[src/rtl/core/ldnp_pkg.sv]
// Shared types, constants and codes for the line dictionary nibble packer.
`timescale 1ns / 1ps

package ldnp_pkg;

   // Default dictionary size and letter capacity of one line.
   localparam int UNIQUE_LETTERS_DEF = 16;
   localparam int ROW_LETTERS_DEF    = 80;

   // Line separator after reset (line feed).
   localparam logic [7:0] SEP_RESET = 8'd10;

   // Error codes carried on the result channel.
   typedef enum logic [1:0] {
      ERR_NONE      = 2'd0,
      ERR_DICT_FULL = 2'd1,
      ERR_ODD       = 2'd2,
      ERR_TOO_LONG  = 2'd3
   } err_type;

   // Controller states.
   typedef enum logic [1:0] {
      ST_IDLE,
      ST_LETTERS,
      ST_PAIRS
   } state_type;

   // Source of the byte loaded into the output register.
   typedef enum logic [1:0] {
      SEL_COUNT,
      SEL_LETTER,
      SEL_PAIR,
      SEL_ERROR
   } out_sel_type;

   // Commands from the controller to the datapath.
   typedef struct packed {
      logic        letter_take;
      logic        clear_line;
      logic        idx_clear;
      logic        idx_inc;
      logic        out_load;
      out_sel_type out_sel;
   } cmd_type;

   // Status from the datapath to the controller.
   typedef struct packed {
      logic    is_sep;
      err_type err;
      logic    uniq_zero;
      logic    pair_zero;
      logic    last_letter;
      logic    last_pair;
      logic    out_free;
   } status_type;

endpackage

[src/rtl/core/ldnp_ctrl.sv]
// Controller state machine: input acceptance and sequencing of line records.
`timescale 1ns / 1ps

module ldnp_ctrl (
   input  logic                clock,
   input  logic                reset,
   input  logic                req_valid,
   output logic                req_ready,
   input  ldnp_pkg::status_type status,
   output ldnp_pkg::cmd_type    cmd
);

   ldnp_pkg::state_type state_ff;
   ldnp_pkg::state_type state_in;

   // State register.
   always_ff @(posedge clock) begin
      if (reset) begin
         state_ff <= ldnp_pkg::ST_IDLE;
      end else begin
         state_ff <= state_in;
      end
   end

   // Next state and commands.
   always_comb begin
      state_in        = state_ff;
      req_ready       = 1'b0;
      cmd.letter_take = 1'b0;
      cmd.clear_line  = 1'b0;
      cmd.idx_clear   = 1'b0;
      cmd.idx_inc     = 1'b0;
      cmd.out_load    = 1'b0;
      cmd.out_sel     = ldnp_pkg::SEL_COUNT;
      case (state_ff)
         ldnp_pkg::ST_IDLE: begin
            // A byte is taken only when the output register can take a result.
            req_ready = status.out_free;
            if (req_valid && status.out_free) begin
               if (status.err != ldnp_pkg::ERR_NONE) begin
                  cmd.out_load   = 1'b1;
                  cmd.out_sel    = ldnp_pkg::SEL_ERROR;
                  cmd.clear_line = 1'b1;
               end else if (status.is_sep) begin
                  cmd.out_load  = 1'b1;
                  cmd.out_sel   = ldnp_pkg::SEL_COUNT;
                  cmd.idx_clear = 1'b1;
                  if (status.uniq_zero && status.pair_zero) begin
                     cmd.clear_line = 1'b1;
                  end else if (status.uniq_zero) begin
                     state_in = ldnp_pkg::ST_PAIRS;
                  end else begin
                     state_in = ldnp_pkg::ST_LETTERS;
                  end
               end else begin
                  cmd.letter_take = 1'b1;
               end
            end
         end
         ldnp_pkg::ST_LETTERS: begin
            // Dictionary letters in first-seen order.
            if (status.out_free) begin
               cmd.out_load = 1'b1;
               cmd.out_sel  = ldnp_pkg::SEL_LETTER;
               if (status.last_letter) begin
                  cmd.idx_clear = 1'b1;
                  if (status.pair_zero) begin
                     cmd.clear_line = 1'b1;
                     state_in       = ldnp_pkg::ST_IDLE;
                  end else begin
                     state_in = ldnp_pkg::ST_PAIRS;
                  end
               end else begin
                  cmd.idx_inc = 1'b1;
               end
            end
         end
         ldnp_pkg::ST_PAIRS: begin
            // Packed bytes, read from the pair memory one a cycle when not stalled.
            if (status.out_free) begin
               cmd.out_load = 1'b1;
               cmd.out_sel  = ldnp_pkg::SEL_PAIR;
               if (status.last_pair) begin
                  cmd.idx_clear  = 1'b1;
                  cmd.clear_line = 1'b1;
                  state_in       = ldnp_pkg::ST_IDLE;
               end else begin
                  cmd.idx_inc = 1'b1;
               end
            end
         end
         default: begin
            state_in = ldnp_pkg::ST_IDLE;
         end
      endcase
   end

endmodule

[src/rtl/core/ldnp_dp.sv]
// Datapath: dictionary, pair memory, line counters and the output register.
`timescale 1ns / 1ps

module ldnp_dp #(
   parameter int UNIQUE_LETTERS = ldnp_pkg::UNIQUE_LETTERS_DEF,
   parameter int ROW_LETTERS    = ldnp_pkg::ROW_LETTERS_DEF
) (
   input  logic                 clock,
   input  logic                 reset,
   input  logic [7:0]           req_data_byte,
   input  logic                 csr_wr_en,
   input  logic [7:0]           csr_wr_data,
   input  logic                 rsp_ready,
   output logic                 rsp_valid,
   output logic [7:0]           rsp_out_byte,
   output logic [1:0]           rsp_error_code,
   output logic                 rsp_last,
   input  ldnp_pkg::cmd_type    cmd,
   output ldnp_pkg::status_type status
);

   localparam int PAIR_CAP = ROW_LETTERS / 2;
   localparam int U_AW     = $clog2(UNIQUE_LETTERS);
   localparam int U_CW     = $clog2(UNIQUE_LETTERS + 1);
   localparam int P_AW     = (PAIR_CAP > 1) ? $clog2(PAIR_CAP) : 1;
   localparam int P_CW     = $clog2(PAIR_CAP + 1);
   localparam int IDX_W    = (U_AW > P_AW) ? U_AW : P_AW;
   localparam int CMP_W    = ((U_CW > P_CW) ? U_CW : P_CW) + 1;

   // Configuration and line state.
   logic [7:0]      sep_ff;
   logic [7:0]      letter_table_ff [UNIQUE_LETTERS];
   logic [7:0]      pair_mem [PAIR_CAP];
   logic [7:0]      pair_rd_ff;
   logic [U_CW-1:0] unique_count_ff;
   logic [P_CW-1:0] pair_count_ff;
   logic            half_pending_ff;
   logic [3:0]      high_nibble_ff;
   logic [IDX_W-1:0] idx_ff;
   logic [IDX_W-1:0] idx_in;

   // Output register.
   logic            rsp_valid_ff;
   logic [7:0]      rsp_byte_ff;
   logic [1:0]      rsp_err_ff;
   logic            rsp_last_ff;

   logic            hit;
   logic [U_AW-1:0] hit_idx;
   logic [3:0]      code;
   logic            is_sep;
   logic            dict_full;
   logic            pairs_full;
   ldnp_pkg::err_type err;
   logic            last_letter;
   logic            last_pair;
   logic [7:0]      out_byte;
   logic            out_last;

   // Parallel match of the byte against the dictionary entries in use.
   always_comb begin
      hit     = 1'b0;
      hit_idx = '0;
      for (int i = 0; i < UNIQUE_LETTERS; i++) begin
         if ((U_CW'(i) < unique_count_ff) && (letter_table_ff[i] == req_data_byte)) begin
            hit     = 1'b1;
            hit_idx = hit_idx | U_AW'(i);
         end
      end
   end

   assign code = hit ? 4'(hit_idx) : 4'(unique_count_ff[U_AW-1:0]);

   // Classification of the offered byte; too long is checked before full.
   assign is_sep     = (req_data_byte == sep_ff);
   assign dict_full  = (unique_count_ff == U_CW'(UNIQUE_LETTERS));
   assign pairs_full = (pair_count_ff >= P_CW'(PAIR_CAP));

   always_comb begin
      if (is_sep) begin
         err = half_pending_ff ? ldnp_pkg::ERR_ODD : ldnp_pkg::ERR_NONE;
      end else if (!half_pending_ff && pairs_full) begin
         err = ldnp_pkg::ERR_TOO_LONG;
      end else if (!hit && dict_full) begin
         err = ldnp_pkg::ERR_DICT_FULL;
      end else begin
         err = ldnp_pkg::ERR_NONE;
      end
   end

   // End-of-section flags for the record sequencer.
   assign last_letter = (CMP_W'(idx_ff) + CMP_W'(1)) == CMP_W'(unique_count_ff);
   assign last_pair   = (CMP_W'(idx_ff) + CMP_W'(1)) == CMP_W'(pair_count_ff);

   assign status.is_sep      = is_sep;
   assign status.err         = err;
   assign status.uniq_zero   = (unique_count_ff == '0);
   assign status.pair_zero   = (pair_count_ff == '0);
   assign status.last_letter = last_letter;
   assign status.last_pair   = last_pair;
   assign status.out_free    = !rsp_valid_ff || rsp_ready;

   // Line separator register.
   always_ff @(posedge clock) begin
      if (reset) begin
         sep_ff <= ldnp_pkg::SEP_RESET;
      end else if (csr_wr_en) begin
         sep_ff <= csr_wr_data;
      end
   end

   // Dictionary entries are written when a new letter is seen.
   always_ff @(posedge clock) begin
      if (cmd.letter_take && !hit) begin
         letter_table_ff[unique_count_ff[U_AW-1:0]] <= req_data_byte;
      end
   end

   // Pair memory: written when a pair completes, read one entry ahead.
   always_ff @(posedge clock) begin
      if (cmd.letter_take && half_pending_ff && !pairs_full) begin
         pair_mem[pair_count_ff[P_AW-1:0]] <= {high_nibble_ff, code};
      end
      pair_rd_ff <= pair_mem[idx_in[P_AW-1:0]];
   end

   // Line counters and the waiting first letter.
   always_ff @(posedge clock) begin
      if (reset || cmd.clear_line) begin
         unique_count_ff <= '0;
         pair_count_ff   <= '0;
         half_pending_ff <= 1'b0;
         high_nibble_ff  <= '0;
      end else if (cmd.letter_take) begin
         if (!hit) begin
            unique_count_ff <= unique_count_ff + U_CW'(1);
         end
         if (!half_pending_ff) begin
            high_nibble_ff  <= code;
            half_pending_ff <= 1'b1;
         end else begin
            if (!pairs_full) begin
               pair_count_ff <= pair_count_ff + P_CW'(1);
            end
            half_pending_ff <= 1'b0;
            high_nibble_ff  <= '0;
         end
      end
   end

   // Record index shared by the letter and pair sections.
   always_comb begin
      if (cmd.idx_clear) begin
         idx_in = '0;
      end else if (cmd.idx_inc) begin
         idx_in = idx_ff + IDX_W'(1);
      end else begin
         idx_in = idx_ff;
      end
   end

   always_ff @(posedge clock) begin
      if (reset) begin
         idx_ff <= '0;
      end else begin
         idx_ff <= idx_in;
      end
   end

   // Byte and last flag of the result being loaded.
   always_comb begin
      case (cmd.out_sel)
         ldnp_pkg::SEL_COUNT: begin
            out_byte = 8'(unique_count_ff);
            out_last = (unique_count_ff == '0) && (pair_count_ff == '0);
         end
         ldnp_pkg::SEL_LETTER: begin
            out_byte = letter_table_ff[idx_ff[U_AW-1:0]];
            out_last = last_letter && (pair_count_ff == '0);
         end
         ldnp_pkg::SEL_PAIR: begin
            out_byte = pair_rd_ff;
            out_last = last_pair;
         end
         default: begin
            out_byte = 8'd0;
            out_last = 1'b1;
         end
      endcase
   end

   // Output register; a result stays until the receiver takes the transfer.
   always_ff @(posedge clock) begin
      if (reset) begin
         rsp_valid_ff <= 1'b0;
      end else if (cmd.out_load) begin
         rsp_valid_ff <= 1'b1;
      end else if (rsp_ready) begin
         rsp_valid_ff <= 1'b0;
      end
   end

   always_ff @(posedge clock) begin
      if (cmd.out_load) begin
         rsp_byte_ff <= out_byte;
         rsp_err_ff  <= (cmd.out_sel == ldnp_pkg::SEL_ERROR) ? err : ldnp_pkg::ERR_NONE;
         rsp_last_ff <= out_last;
      end
   end

   assign rsp_valid      = rsp_valid_ff;
   assign rsp_out_byte   = rsp_byte_ff;
   assign rsp_error_code = rsp_err_ff;
   assign rsp_last       = rsp_last_ff;

endmodule

[src/rtl/core/line_dictionary_nibble_packer_core.sv]
// Top level of the line dictionary nibble packer: controller plus datapath.
// Usage:
// Bytes of a text stream arrive on the req_ channel (valid/ready), one per
// transfer. Each line builds its own dictionary of up to UNIQUE_LETTERS
// letters and packs letter codes in pairs, the first in the high nibble.
// When the line separator (csr_wr_data, written with csr_wr_en, reset 10)
// arrives, the rsp_ channel delivers the unique count, the dictionary
// letters and the packed bytes, with rsp_last on the final byte. A full
// dictionary, an odd letter count or an overlong line gives one result with
// an error code and rsp_last set, and the line starts afresh.
// Throughput: a letter is taken every cycle while the output register is
// free, matched against all entries at once. A separator's record leaves
// one result per cycle unless stalled (count, U letters, P packed bytes),
// the pair memory read one entry ahead; input is held off for that time.
// Latency: a result is visible the cycle after the transfer that caused it.
// Reset clears the line state and the output register; nothing needs to
// be swept. A stalled receiver holds the result in place and the block
// takes no byte at all, letter or not, until the register is free.
`timescale 1ns / 1ps

module line_dictionary_nibble_packer_core #(
   parameter int UNIQUE_LETTERS = ldnp_pkg::UNIQUE_LETTERS_DEF,
   parameter int ROW_LETTERS    = ldnp_pkg::ROW_LETTERS_DEF
) (
   input  logic       clock,
   input  logic       reset,
   input  logic       req_valid,
   output logic       req_ready,
   input  logic [7:0] req_data_byte,
   output logic       rsp_valid,
   input  logic       rsp_ready,
   output logic [7:0] rsp_out_byte,
   output logic [1:0] rsp_error_code,
   output logic       rsp_last,
   input  logic       csr_wr_en,
   input  logic [7:0] csr_wr_data
);

   ldnp_pkg::cmd_type    cmd;
   ldnp_pkg::status_type status;

   // Sequencer.
   ldnp_ctrl u_ctrl (
      .clock     (clock),
      .reset     (reset),
      .req_valid (req_valid),
      .req_ready (req_ready),
      .status    (status),
      .cmd       (cmd)
   );

   // Storage and result path.
   ldnp_dp #(
      .UNIQUE_LETTERS (UNIQUE_LETTERS),
      .ROW_LETTERS    (ROW_LETTERS)
   ) u_dp (
      .clock          (clock),
      .reset          (reset),
      .req_data_byte  (req_data_byte),
      .csr_wr_en      (csr_wr_en),
      .csr_wr_data    (csr_wr_data),
      .rsp_ready      (rsp_ready),
      .rsp_valid      (rsp_valid),
      .rsp_out_byte   (rsp_out_byte),
      .rsp_error_code (rsp_error_code),
      .rsp_last       (rsp_last),
      .cmd            (cmd),
      .status         (status)
   );

`ifndef SYNTHESIS
   // An error result always closes its record.
   assert property (@(posedge clock) disable iff (reset)
      (rsp_valid && rsp_error_code != ldnp_pkg::ERR_NONE) |-> rsp_last)
      else $error("error result without last");

   // An error result carries a zero byte.
   assert property (@(posedge clock) disable iff (reset)
      (rsp_valid && rsp_error_code != ldnp_pkg::ERR_NONE) |-> (rsp_out_byte == 8'd0))
      else $error("error result with non-zero byte");

   // Input is only taken while the output register can accept a result.
   assert property (@(posedge clock) disable iff (reset)
      req_ready |-> (!rsp_valid || rsp_ready))
      else $error("input taken while output register is blocked");
`endif

endmodule

[config.mk]
export PLATFORM = sky130hd
export DESIGN_NAME = line_dictionary_nibble_packer_core
export DESIGN_NICKNAME = d
export VERILOG_FILES = /design/src/rtl/core/ldnp_pkg.sv /design/src/rtl/core/ldnp_ctrl.sv /design/src/rtl/core/ldnp_dp.sv /design/src/rtl/core/line_dictionary_nibble_packer_core.sv
export SDC_FILE = /design/constraint.sdc
export NUM_CORES = 1
export LEC_CHECK = 0
export BUFFER_PORTS_ARGS = -buffer_cell sky130_fd_sc_hd__buf_4
export CORE_ASPECT_RATIO = 1.25
export CORE_MARGIN = 4
export CORE_UTILIZATION = 30
export CTS_CLUSTER_SIZE = 40
export DETAILED_ROUTE_END_ITERATION = 8
export GPL_ROUTABILITY_DRIVEN = 0
export PLACE_DENSITY = 0.41
export SYNTH_ARGS = -nofsm -noshare
export SYNTH_HDL_FRONTEND = slang
export SYNTH_HIERARCHICAL = 1
export SYNTH_SLANG_ARGS = --single-unit
[constraint.sdc]
create_clock -name clock -period 6.95 [get_ports clock]
set_input_delay 1.39 -clock clock [delete_from_list [all_inputs] [get_ports clock]]
set_output_delay 1.39 -clock clock [all_outputs]
set_load 0.02 [all_outputs]
==> results of run 1 <==
## layout make-up
class	instances	area [um2]	share of cell area (%)
clock buffers	67	1400	5.622
clock inverters	30	269.0	1.080
inverters	16	60.06	0.2411
multi-input cells	706	6756	27.13
flip-flops and latches	500	14610	58.64
well taps	952	1191	4.783
repair buffers	78	623.1	2.502
## synthesized netlist by cell type, types with 8 or more instances
cell type	n	area [um2]
a22oi_1	42	315.3
and3_1	24	150.1
buf_2	19	95.09
buf_4	14	105.1
buf_6	8	90.09
clkbuf_1	31	116.4
dfxtp_1	41	820.8
edfxtp_1	459	13780
ha_1	11	137.6
inv_1	16	60.06
mux2i_1	24	240.2
mux4_2	120	2703
nand2_1	48	180.2
nand2b_1	8	50.05
nand3_1	12	60.06
nand4_1	26	162.7
nor2_1	90	337.8
nor3_1	13	65.06
nor4_1	12	75.07
o21ai_0	15	75.07
o21ai_1	8	40.04
or3_1	9	56.30
xnor2_1	105	919.6
xor2_1	56	490.5
## stage by stage
step / power, mW / worst slack [ns] / hold WS, ns
6_report: 6.492 / 1.379 / 0.5220
3_5_place_dp: 3.806 / 0.7478 / 0.5161
4_1_cts: 6.597 / 1.386 / 0.5254
2_1_floorplan: 3.651 / 1.516 / 0.4776
3_3_place_gp: 3.807 / 0.7594 / 0.5107
5_1_grt: 6.753 / 1.075 / 0.5656
## flip-flops by register name (all words and copies together) (netlist names), 4 cells and up
| register | cells |
|---|---|
| u_dp/pair_count_ff | 6 |
| u_dp/idx_ff | 6 |
| u_dp/rsp_out_byte | 8 |
| u_dp/pair_mem | 320 |
| u_dp/sep_ff | 8 |
| u_dp/pair_rd_ff | 8 |
| u_dp/high_nibble_ff | 4 |
| u_dp/unique_count_ff | 5 |
| u_dp/letter_table_ff | 128 |
## worst max-delay path, cell delays in order
cell,delay (ns)
buf_4,0.41
xnor2_1,0.17
nand3_1,0.13
nor4_1,0.74
nor4_2,0.16
and4b_4,0.26
a31oi_1,0.21
nor2_1,0.10
or2_2,0.32
nor3_1,0.20
buf_4,0.20
inv_1,0.15
nor3b_4,0.77
and3_1,0.57
## layer usage
layer | vias to the layer above | global-route usage (%) | routed length (um)
met5 | - | 0 | 0
met4 | 0 | 4.763 | 1843
met3 | 97 | 2.373 | 2061
met2 | 223 | 28.28 | 31620
met1 | 6092 | 19.07 | 25030
li1 | 5210 | - | -
## power groups by stage
stage,Clock [mW],Combinational [mW],Sequential [mW]
floorplan,0,0.226,3.42
global placement,0,0.369,3.44
detailed placement,0,0.368,3.44
CTS,2.85,0.369,3.37
global route,2.99,0.391,3.38
finish,2.76,0.360,3.37
## final timing paths
check,slack [ns],start,cells past startpoint,endpoint
worst max-delay path,1.38,req_data_byte[0],14,u_dp/letter_table_ff[0][0]
worst min-delay path,0.52,u_ctrl/state_ff[0],2,u_ctrl/state_ff[0]
worst max register to register,1.62,u_dp/idx_ff[1],16,u_dp/pair_rd_ff[6]
worst min register to register,0.52,u_ctrl/state_ff[0],2,u_ctrl/state_ff[0]
## cells by family (layout without fill, tap and decap cells)
family	Yosys count	count (layout)	share of synthesized area, %
compound gates	111	111	3.627
xor+xnor	161	161	6.457
fa+ha+maj	11	11	0.6302
buf+inv	92	191	2.280
flops	500	500	66.87
mux	148	148	13.72
simple gates	275	275	6.422
==> flow_summary.ini, run 1 <==
[timing]
timing.fmax_mhz = 179.5
fin_crit_ns = 5.571
rsz0062_at_grt = no
worst_clock_skew_ns = 0.03435
relSlewSlack_pct = 24.58
worst_pin_slew_ns = 1.127
setup-violations-final = 0
hold_violations = 0
fin_crit_sh_pct = 80.16
slew_viol_final = 0
final.setup.tns_ns = 0

[clock_tree]
clk_pin_slew_ns = 0.06
htreeDepth = 2
cts_setup_buffers = 0
clockBufferDepth = 3
clk_latency_ns = 0.63
hold_buffers = 0
clock-sinks = 500
cts_resized = 0
cts_tree = done
cts-buffers-inserted = 54
clock-root-buffer = clkbuf_16

[power_and_ir_drop]
p_sw_mw = 1.486
p_int_mw = 5.005
combPwrFrac_pct = 5.5
clkPwrFrac_pct = 42.5
switching_share_pct = 22.90
p_seq_share_pct = 52.0
ir_drop_uv = 160.5
leakagePower_nw = 7.765
power.density_nw_per_um2 = 260.7

[finish]
finalInstanceArea_um2 = 24910
post-route-util_pct = 34.53
final_common_cell = edfxtp_1
finalNonFillerCells = 2349
area_delta_synth_final_pct = 14.04
final_cell_mix = edfxtp_1 (459), mux4_2 (120), xnor2_1 (105), nor2_1 (89), buf_4 (75)
diodes = 0
n_fill_cell = 6941
drive_gt1_share_pct = 21.12
nets = 1388

[floorplan]
ioPinCount = 34
initial_core_util_pct = 30.28
coreArea_um2 = 72120
die_y_um = 309.7
rows = 110
fp.dieW_um = 249.3
die_area_um2 = 77210

[placed_design]
dp_cells = 2252
place_area_um2 = 23240
dp_hpwl_um = 40470
io_buffers = 33

[worst_setup_path]
worstSetupPathType = in -> reg
cp.required_ns = 7.19
path_max_fanout = 33
cp-start-kind = primary input
arrival_ns = 5.81
endpoint_kind = flip-flop

[synth]
syn_avg_cell_area_um2 = 16.83
synth_edf_count = 459
ys_seq_elements = 500
yosysSeqAreaShare_pct = 66.87
synth_cells = 1298
synth-main-ff-cell = edfxtp_1
syn_nets = 1330
synth_area_um2 = 21840
synth.distinct_cells = 67
yosysWarnings = 6
async_flop_share_pct = 0

[grt]
grt_pass1_vias = 12380
track_usage_pct = 15.51
grt_start_max_net_pins = 81
antenna_found_initial = 1
gr-total-overflow = 0
grt_pass1_wl_um = 88470

[min_path]
hold_class = reg -> reg

[detailed_routing]
vias_per_cell = 4.948
wl_um = 60560
antenna_left = 0
avgRoutedWirePerCell_um = 25.78
first_pass_iters = 5
vias = 11620
drcViolationCount = 0
drt_iter0_markers = 776

[run]
max_cap_violations = 0

[outcome]
status = finished, final reports clean
(Power assumes the default switching activity.)
==> inputs of run 2 (changes only) <==
--- a/config.mk
+++ b/config.mk
@@ -12,7 +12,7 @@
 export CTS_CLUSTER_SIZE = 40
 export DETAILED_ROUTE_END_ITERATION = 8
 export GPL_ROUTABILITY_DRIVEN = 0
-export PLACE_DENSITY = 0.41
+export PLACE_DENSITY = 0.43
 export SYNTH_ARGS = -nofsm -noshare
 export SYNTH_HDL_FRONTEND = slang
 export SYNTH_HIERARCHICAL = 1
==> constraint.sdc (replaced) <==
create_clock -name clock -period 4.7 [get_ports clock]
set_input_delay 0.94 -clock clock [delete_from_list [all_inputs] [get_ports clock]]
set_output_delay 0.94 -clock clock [all_outputs]
set_load 0.02 [all_outputs]
==> run 2 against run 1 <==
Register-to-register slack got worse by 1.4 ns. Critical path depth grew 8. Non-clock buffer count increased by 148. Hold slack worse by 0.0017 ns. Clock power is 53% higher. Sequential power increased by 47%. Final cell count up 6.3%. Routed wire length is 1.2% higher. Clock-buffer cell count shrank 6. Largest power group unchanged.
==> flow_summary.ini, run 2 (synthesized netlist as in run 1, its figures left out) <==
[power_and_ir_drop]
clkPwrFrac_pct = 43.1
p_int_mw = 7.631
leakagePower_nw = 8.657
combPwrFrac_pct = 6.3
switching_share_pct = 22.30
ir_drop_uv = 280.6
p_seq_share_pct = 50.6
power.density_nw_per_um2 = 370.2
finalPower_mw = 9.821
p_sw_mw = 2.190

[timing]
whs_ns = 0.5204
rsz0062_at_grt = no
fin_crit_sh_pct = 96.01
setup-violations-final = 0
relSlewSlack_pct = 42.86
setup_slack_ns = 0.1874
timing.fmax_mhz = 221.6
worst_clock_skew_ns = 0.01952
worst_pin_slew_ns = 0.8539
hold_violations = 0
fin_crit_ns = 4.513
slew_viol_final = 0
final.setup.tns_ns = 0

[finish]
finalInstanceArea_um2 = 26530
final_cell_mix = edfxtp_1 (459), buf_4 (191), mux4_2 (120), xnor2_1 (103), nor2_1 (87)
post-route-util_pct = 36.79
nets = 1534
largest_reg_flops = 320
drive_gt1_share_pct = 29.97
finalNonFillerCells = 2497
area_delta_synth_final_pct = 21.48
diodes = 0
final_common_cell = edfxtp_1

[min_path]
hp-start = u_ctrl/state_ff[0]
hold_end = u_ctrl/state_ff[0]
hold_path_depth = 2
hold_class = reg -> reg

[placed_design]
dp_hpwl_um = 43300
place_area_um2 = 24700
dp_cells = 2397
io_buffers = 33
dp_slack_ns = -0.5599

[worst_setup_path]
cp.required_ns = 5.13
path_max_fanout = 11
cpPeakStageDelay_ns = 0.41
crit_top_cell = buf_4
arrival_ns = 4.95
critPathLaunch = req_data_byte[3]
worstSetupPathType = in -> reg
cp-start-kind = primary input
path_buf_inv = 6
worstPathCellList = buf_4 -> buf_12 -> xnor2_1 -> nand4_1 -> a2111oi_0 -> a31oi_1 -> buf_4 -> and2_1 -> a31oi_1 -> nor2_1 -> nor2_1 -> nand4_1 -> a21oi_1 -> buf_4 -> nor2_4 -> buf_12 -> buf_4 -> mux4_2 -> a22oi_1 -> nand2_1 -> a22oi_1 -> o21ai_1
endpoint_kind = flip-flop
cp_slowest_cell = mux4_2
r2r-end = u_dp/pair_rd_ff[6]
reg2reg_slack_ns = 0.19
cp_top_family = compound AO/OA/AOI/OAI gates
r2r_start = u_dp/idx_ff[1]
rr_worst_depth = 17

[detailed_routing]
wl_um = 61260
first_pass_iters = 5
drt_iter0_markers = 789
vias_per_cell = 4.814
drcViolationCount = 0
avgRoutedWirePerCell_um = 24.53
antenna_left = 0
vias = 12020

[grt]
grt_start_max_net_pins = 42
gr-total-overflow = 0
grt_pass1_vias = 12970
grt_pass1_wl_um = 89890
track_usage_pct = 15.69
antenna_found_initial = 0

[clock_tree]
clk_latency_ns = 0.59
clockBufferDepth = 3
htreeDepth = 2
clock-sinks = 500
cts-buffers-inserted = 52
clock-root-buffer = clkbuf_16
cts_tree = done
hold_buffers = 0
clk_pin_slew_ns = 0.06

[floorplan]
coreArea_um2 = 72120
fp.dieW_um = 249.3
rows = 110
ioPinCount = 34
die_y_um = 309.7
die_area_um2 = 77210
initial_core_util_pct = 30.28

[outcome]
status = finished, final reports clean

[run]
max_cap_violations = 0
## run 2: layout make-up
cell class,count,area [um2]
multi-input combinational,706,6794
clock buffer,61,1345
sequential,500,14610
timing repair buffer,226,2131
inverter,16,60.06
fill,6810,45590
tap,952,1191
clock inverter,36,402.9
## run 2: how the worst max path moves through the flow
stage,end,slack [ns],cells past startpoint
global route,u_dp/pair_rd_ff[6],0.01,17
global placement,u_dp/pair_rd_ff[6],-0.55,20
finish,u_dp/pair_rd_ff[6],0.19,22
CTS,u_dp/pair_rd_ff[6],0.07,19
floorplan,u_dp/pair_mem[11][0],0.05,15
detailed placement,u_dp/pair_rd_ff[6],-0.56,20
## run 2: what timing repair did
| item | 4_1_cts | 5_1_grt |
|---|---|---|
| gates resized for setup | 3 | 7 |
| setup buffers | 1 | 1 |
| cloned | 0 | 1 |
| endpoints found under the hold margin | 0 | 0 |
| pin swaps | 1 | 1 |
| setup endpoints to repair | 2 | 6 |
## run 2: metal layers
layer,vias to the layer above,part of all wire [%],global-route usage [%]
li1,5499,-,-
met1,6255,40,18.88
met2,189,55,29.68
met3,78,2.8,2.037
met4,0,2.4,4.230
met5,-,0,0
## run 2: power by group through the flow
stage                     clock network, mW  logic (mW)  registers (mW)
after global placement                    0       0.627            5.07
after floorplan                           0       0.335            5.06
after detailed placement                  0       0.629            5.07
after global routing                   4.57       0.669            4.97
final                                  4.23       0.617            4.97
after CTS                              4.37       0.629            4.97
## run 2: worst register-to-register path: cells and delay by family (launching register included)
| kind | cells | cell delay (ns) |
|---|---|---|
| AO/OA/AOI/OAI | 5 | 1.01 |
| multiplexers | 2 | 0.86 |
| flip-flops | 1 | 0.40 |
| AND/OR/NAND/NOR | 5 | 1.14 |
| buffers and inverters | 3 | 0.60 |
| XOR/XNOR | 2 | 0.36 |
==> inputs of run 3 (changes only) <==
--- a/config.mk
+++ b/config.mk
@@ -5,6 +5,7 @@
 export SDC_FILE = /design/constraint.sdc
 export NUM_CORES = 1
 export LEC_CHECK = 0
+export ABC_AREA = 1
 export BUFFER_PORTS_ARGS = -buffer_cell sky130_fd_sc_hd__buf_4
 export CORE_ASPECT_RATIO = 1.25
 export CORE_MARGIN = 4
@@ -12,7 +13,7 @@
 export CTS_CLUSTER_SIZE = 40
 export DETAILED_ROUTE_END_ITERATION = 8
 export GPL_ROUTABILITY_DRIVEN = 0
-export PLACE_DENSITY = 0.43
+export PLACE_DENSITY = 0.48
 export SYNTH_ARGS = -nofsm -noshare
 export SYNTH_HDL_FRONTEND = slang
 export SYNTH_HIERARCHICAL = 1
==> run 3 against run 2 <==
Maximum frequency increased by 4.9%. Critical endpoint is now u_dp/pair_rd_ff[1]. Largest power group unchanged. Synthesized area is 5.7% higher. Routed wire length is 19% higher. Largest cell class unchanged. Utilization is 1.2 points lower. Setup slack better by 0.21 ns. Cell area up 2.3%. Clock skew is 0.0045 ns higher. Critical path depth grew 6. Highest routed layer unchanged. Sequential power rose by 8.2%.
==> flow_summary.ini, run 3 <==
[finish]
final_cell_mix = edfxtp_1 (459), nand2_1 (376), nor2_1 (346), o21ai_0 (231), buf_4 (169)
area_delta_synth_final_pct = 17.47
nets = 2377
largest_reg_flops = 320
final_common_cell = edfxtp_1
drive_gt1_share_pct = 14.11

[floorplan]
die_area_um2 = 81510
coreArea_um2 = 76210
fp.dieW_um = 256.2
ioPinCount = 34
initial_core_util_pct = 30.31
rows = 113
die_y_um = 318.2

[synth]
synth-main-ff-cell = edfxtp_1
syn_nets = 2252
synth_area_leaders = edfxtp_1 (60%), nand2_1 (6.1%), nor2_1 (5.6%)
yosysSeqAreaShare_pct = 63.24
async_flop_share_pct = 0
synth_top_cell_by_area = edfxtp_1
syn_avg_cell_area_um2 = 10.40
synth_cells = 2220
yosys-top-cells-count = edfxtp_1 (459), nand2_1 (376), nor2_1 (346)
ys_seq_elements = 500
synth_area_um2 = 23090
yosysWarnings = 6
yosysTopAreaCellShare_pct = 59.68
synth_edf_count = 459
yosysMostFrequentCell = edfxtp_1
synth.distinct_cells = 54

[worst_setup_path]
cp_slowest_cell = dfxtp_1
cp.required_ns = 5.26
endpoint_kind = flip-flop
path_max_fanout = 31
worstSetupPathType = reg -> reg
r2r-end = u_dp/pair_rd_ff[1]
cp-start-kind = flip-flop
cpPeakStageDelay_ns = 0.38
rr_worst_depth = 28
arrival_ns = 4.86
r2r_start = u_dp/unique_count_ff[3]
reg2reg_slack_ns = 0.40

[clock_tree]
hold_buffers = 0
clk_latency_ns = 0.63
cts_setup_buffers = 0
clk_pin_slew_ns = 0.07
clock-sinks = 500
clockBufferDepth = 3
clock-root-buffer = clkbuf_16
cts_tree = done
cts_resized = 0
htreeDepth = 2
cts-buffers-inserted = 56

[min_path]
hp-start = u_dp/high_nibble_ff[2]
hold_path_depth = 2
hold_end = u_dp/high_nibble_ff[2]
hold_class = reg -> reg

[timing]
rsz0062_at_grt = no
slew_viol_final = 0
fin_crit_ns = 4.301
fin_crit_sh_pct = 91.50
worst_pin_slew_ns = 1.057
hold_violations = 0
setup_slack_ns = 0.3993
setup-violations-final = 0
final.setup.tns_ns = 0
relSlewSlack_pct = 29.55
worst_clock_skew_ns = 0.02398
timing.fmax_mhz = 232.5

[placed_design]
io_buffers = 33
dp_slack_ns = -0.1134
dp_hpwl_um = 48940

[grt]
antenna_found_initial = 0
grt_start_max_net_pins = 78
gr-total-overflow = 0
track_usage_pct = 17.46
grt_pass1_vias = 17350
grt_pass1_wl_um = 109300

[power_and_ir_drop]
leakagePower_nw = 9.985
ir_drop_uv = 319.4
power.density_nw_per_um2 = 532.5

[detailed_routing]
first_pass_iters = 5
drcViolationCount = 0
vias_per_cell = 5.048
wl_um = 72930
drt_iter0_markers = 1385
avgRoutedWirePerCell_um = 21.66
antenna_left = 0
vias = 17000

[run]
max_cap_violations = 0

[outcome]
status = finished, final reports clean
## run 3: cell count changes in the layout (fill, tap and decap cells not counted), moves of 24 or more
cell | previous run | this run
a22oi_1 | 42 | 1
xnor2_1 | 103 | 27
o221ai_1 | 0 | 44
a21oi_1 | 6 | 88
o21ai_0 | 14 | 231
mux2i_1 | 24 | 0
inv_1 | 16 | 127
clkinv_1 | 3 | 27
nand2_1 | 48 | 376
nand3_1 | 12 | 114
nor2_1 | 87 | 346
mux4_2 | 120 | 0
o211ai_1 | 2 | 36
## run 3: cell families (layout without fill, tap and decap cells)
family,count (synthesis),count (layout),synth area share (%)
other,0,1,0
AND/OR/NAND/NOR,925,925,16.97
flip-flops,500,500,63.24
adder cells (fa/ha/maj),11,11,0.5959
XOR/XNOR,62,62,2.384
buffers and inverters,270,439,5.288
AO/OA/AOI/OAI,452,452,11.53
## run 3: through the flow
stage	hold slack [ns]	cell area, um2	std cells	power, mW	util (%)
CTS	0.4717	27130	3366	14.57	35.60
floorplan	0.4435	23090	2220	8.162	-
global placement	0.4609	25340	3264	10.21	33.25
detailed placement	0.4626	25340	3264	10.22	33.25
global route	0.4927	27130	3366	15.17	35.60
finish	0.4707	27130	3367	14.45	35.60
## run 3: metal layers
metal | up-vias | routed length, um | global-route usage (%)
li1 | 7994 | - | -
met5 | - | 0 | 0
met4 | 0 | 2565 | 6.268
met3 | 127 | 3549 | 2.108
met2 | 502 | 36640 | 30.89
met1 | 8375 | 30170 | 22.00
## run 3: worst max-delay path by stage
stage | from | endpoint | slack, ns | cells past startpoint
global route | u_dp/unique_count_ff[2] | u_dp/pair_rd_ff[1] | 0.15 | 28
CTS | u_dp/unique_count_ff[3] | u_dp/pair_rd_ff[1] | 0.44 | 28
finish | u_dp/unique_count_ff[3] | u_dp/pair_rd_ff[1] | 0.40 | 28
detailed placement | req_data_byte[5] | u_dp/pair_rd_ff[1] | -0.11 | 23
floorplan | req_data_byte[5] | u_dp/pair_mem[23][0] | 0.28 | 23
global placement | req_data_byte[5] | u_dp/pair_rd_ff[1] | -0.24 | 23
## run 3: cell type report
cell class | instances | area, um2
Antenna cell | 1 | 2.502
Timing Repair Buffer | 187 | 1629
Fill cell | 7545 | 49080
Clock buffer | 65 | 1435
Sequential cell | 500 | 14610
Tap cell | 977 | 1222
Clock inverter | 37 | 352.8
Inverter | 150 | 578.1
Multi-Input combinational cell | 1450 | 7300
## run 3: report_power, final
part | internal (mW) | total [mW] | switching, mW
Clock | 2.51 | 4.33 | 1.83
Combinational | 1.50 | 4.73 | 3.23
Sequential | 5.14 | 5.38 | 0.237
## run 3: worst max-delay path: cells and delay by family (launching register included)
family	cells	cell delay, ns
buffers and inverters	6	0.96
flip-flops	1	0.38
AND/OR/NAND/NOR	18	2.07
AO/OA/AOI/OAI	4	0.78
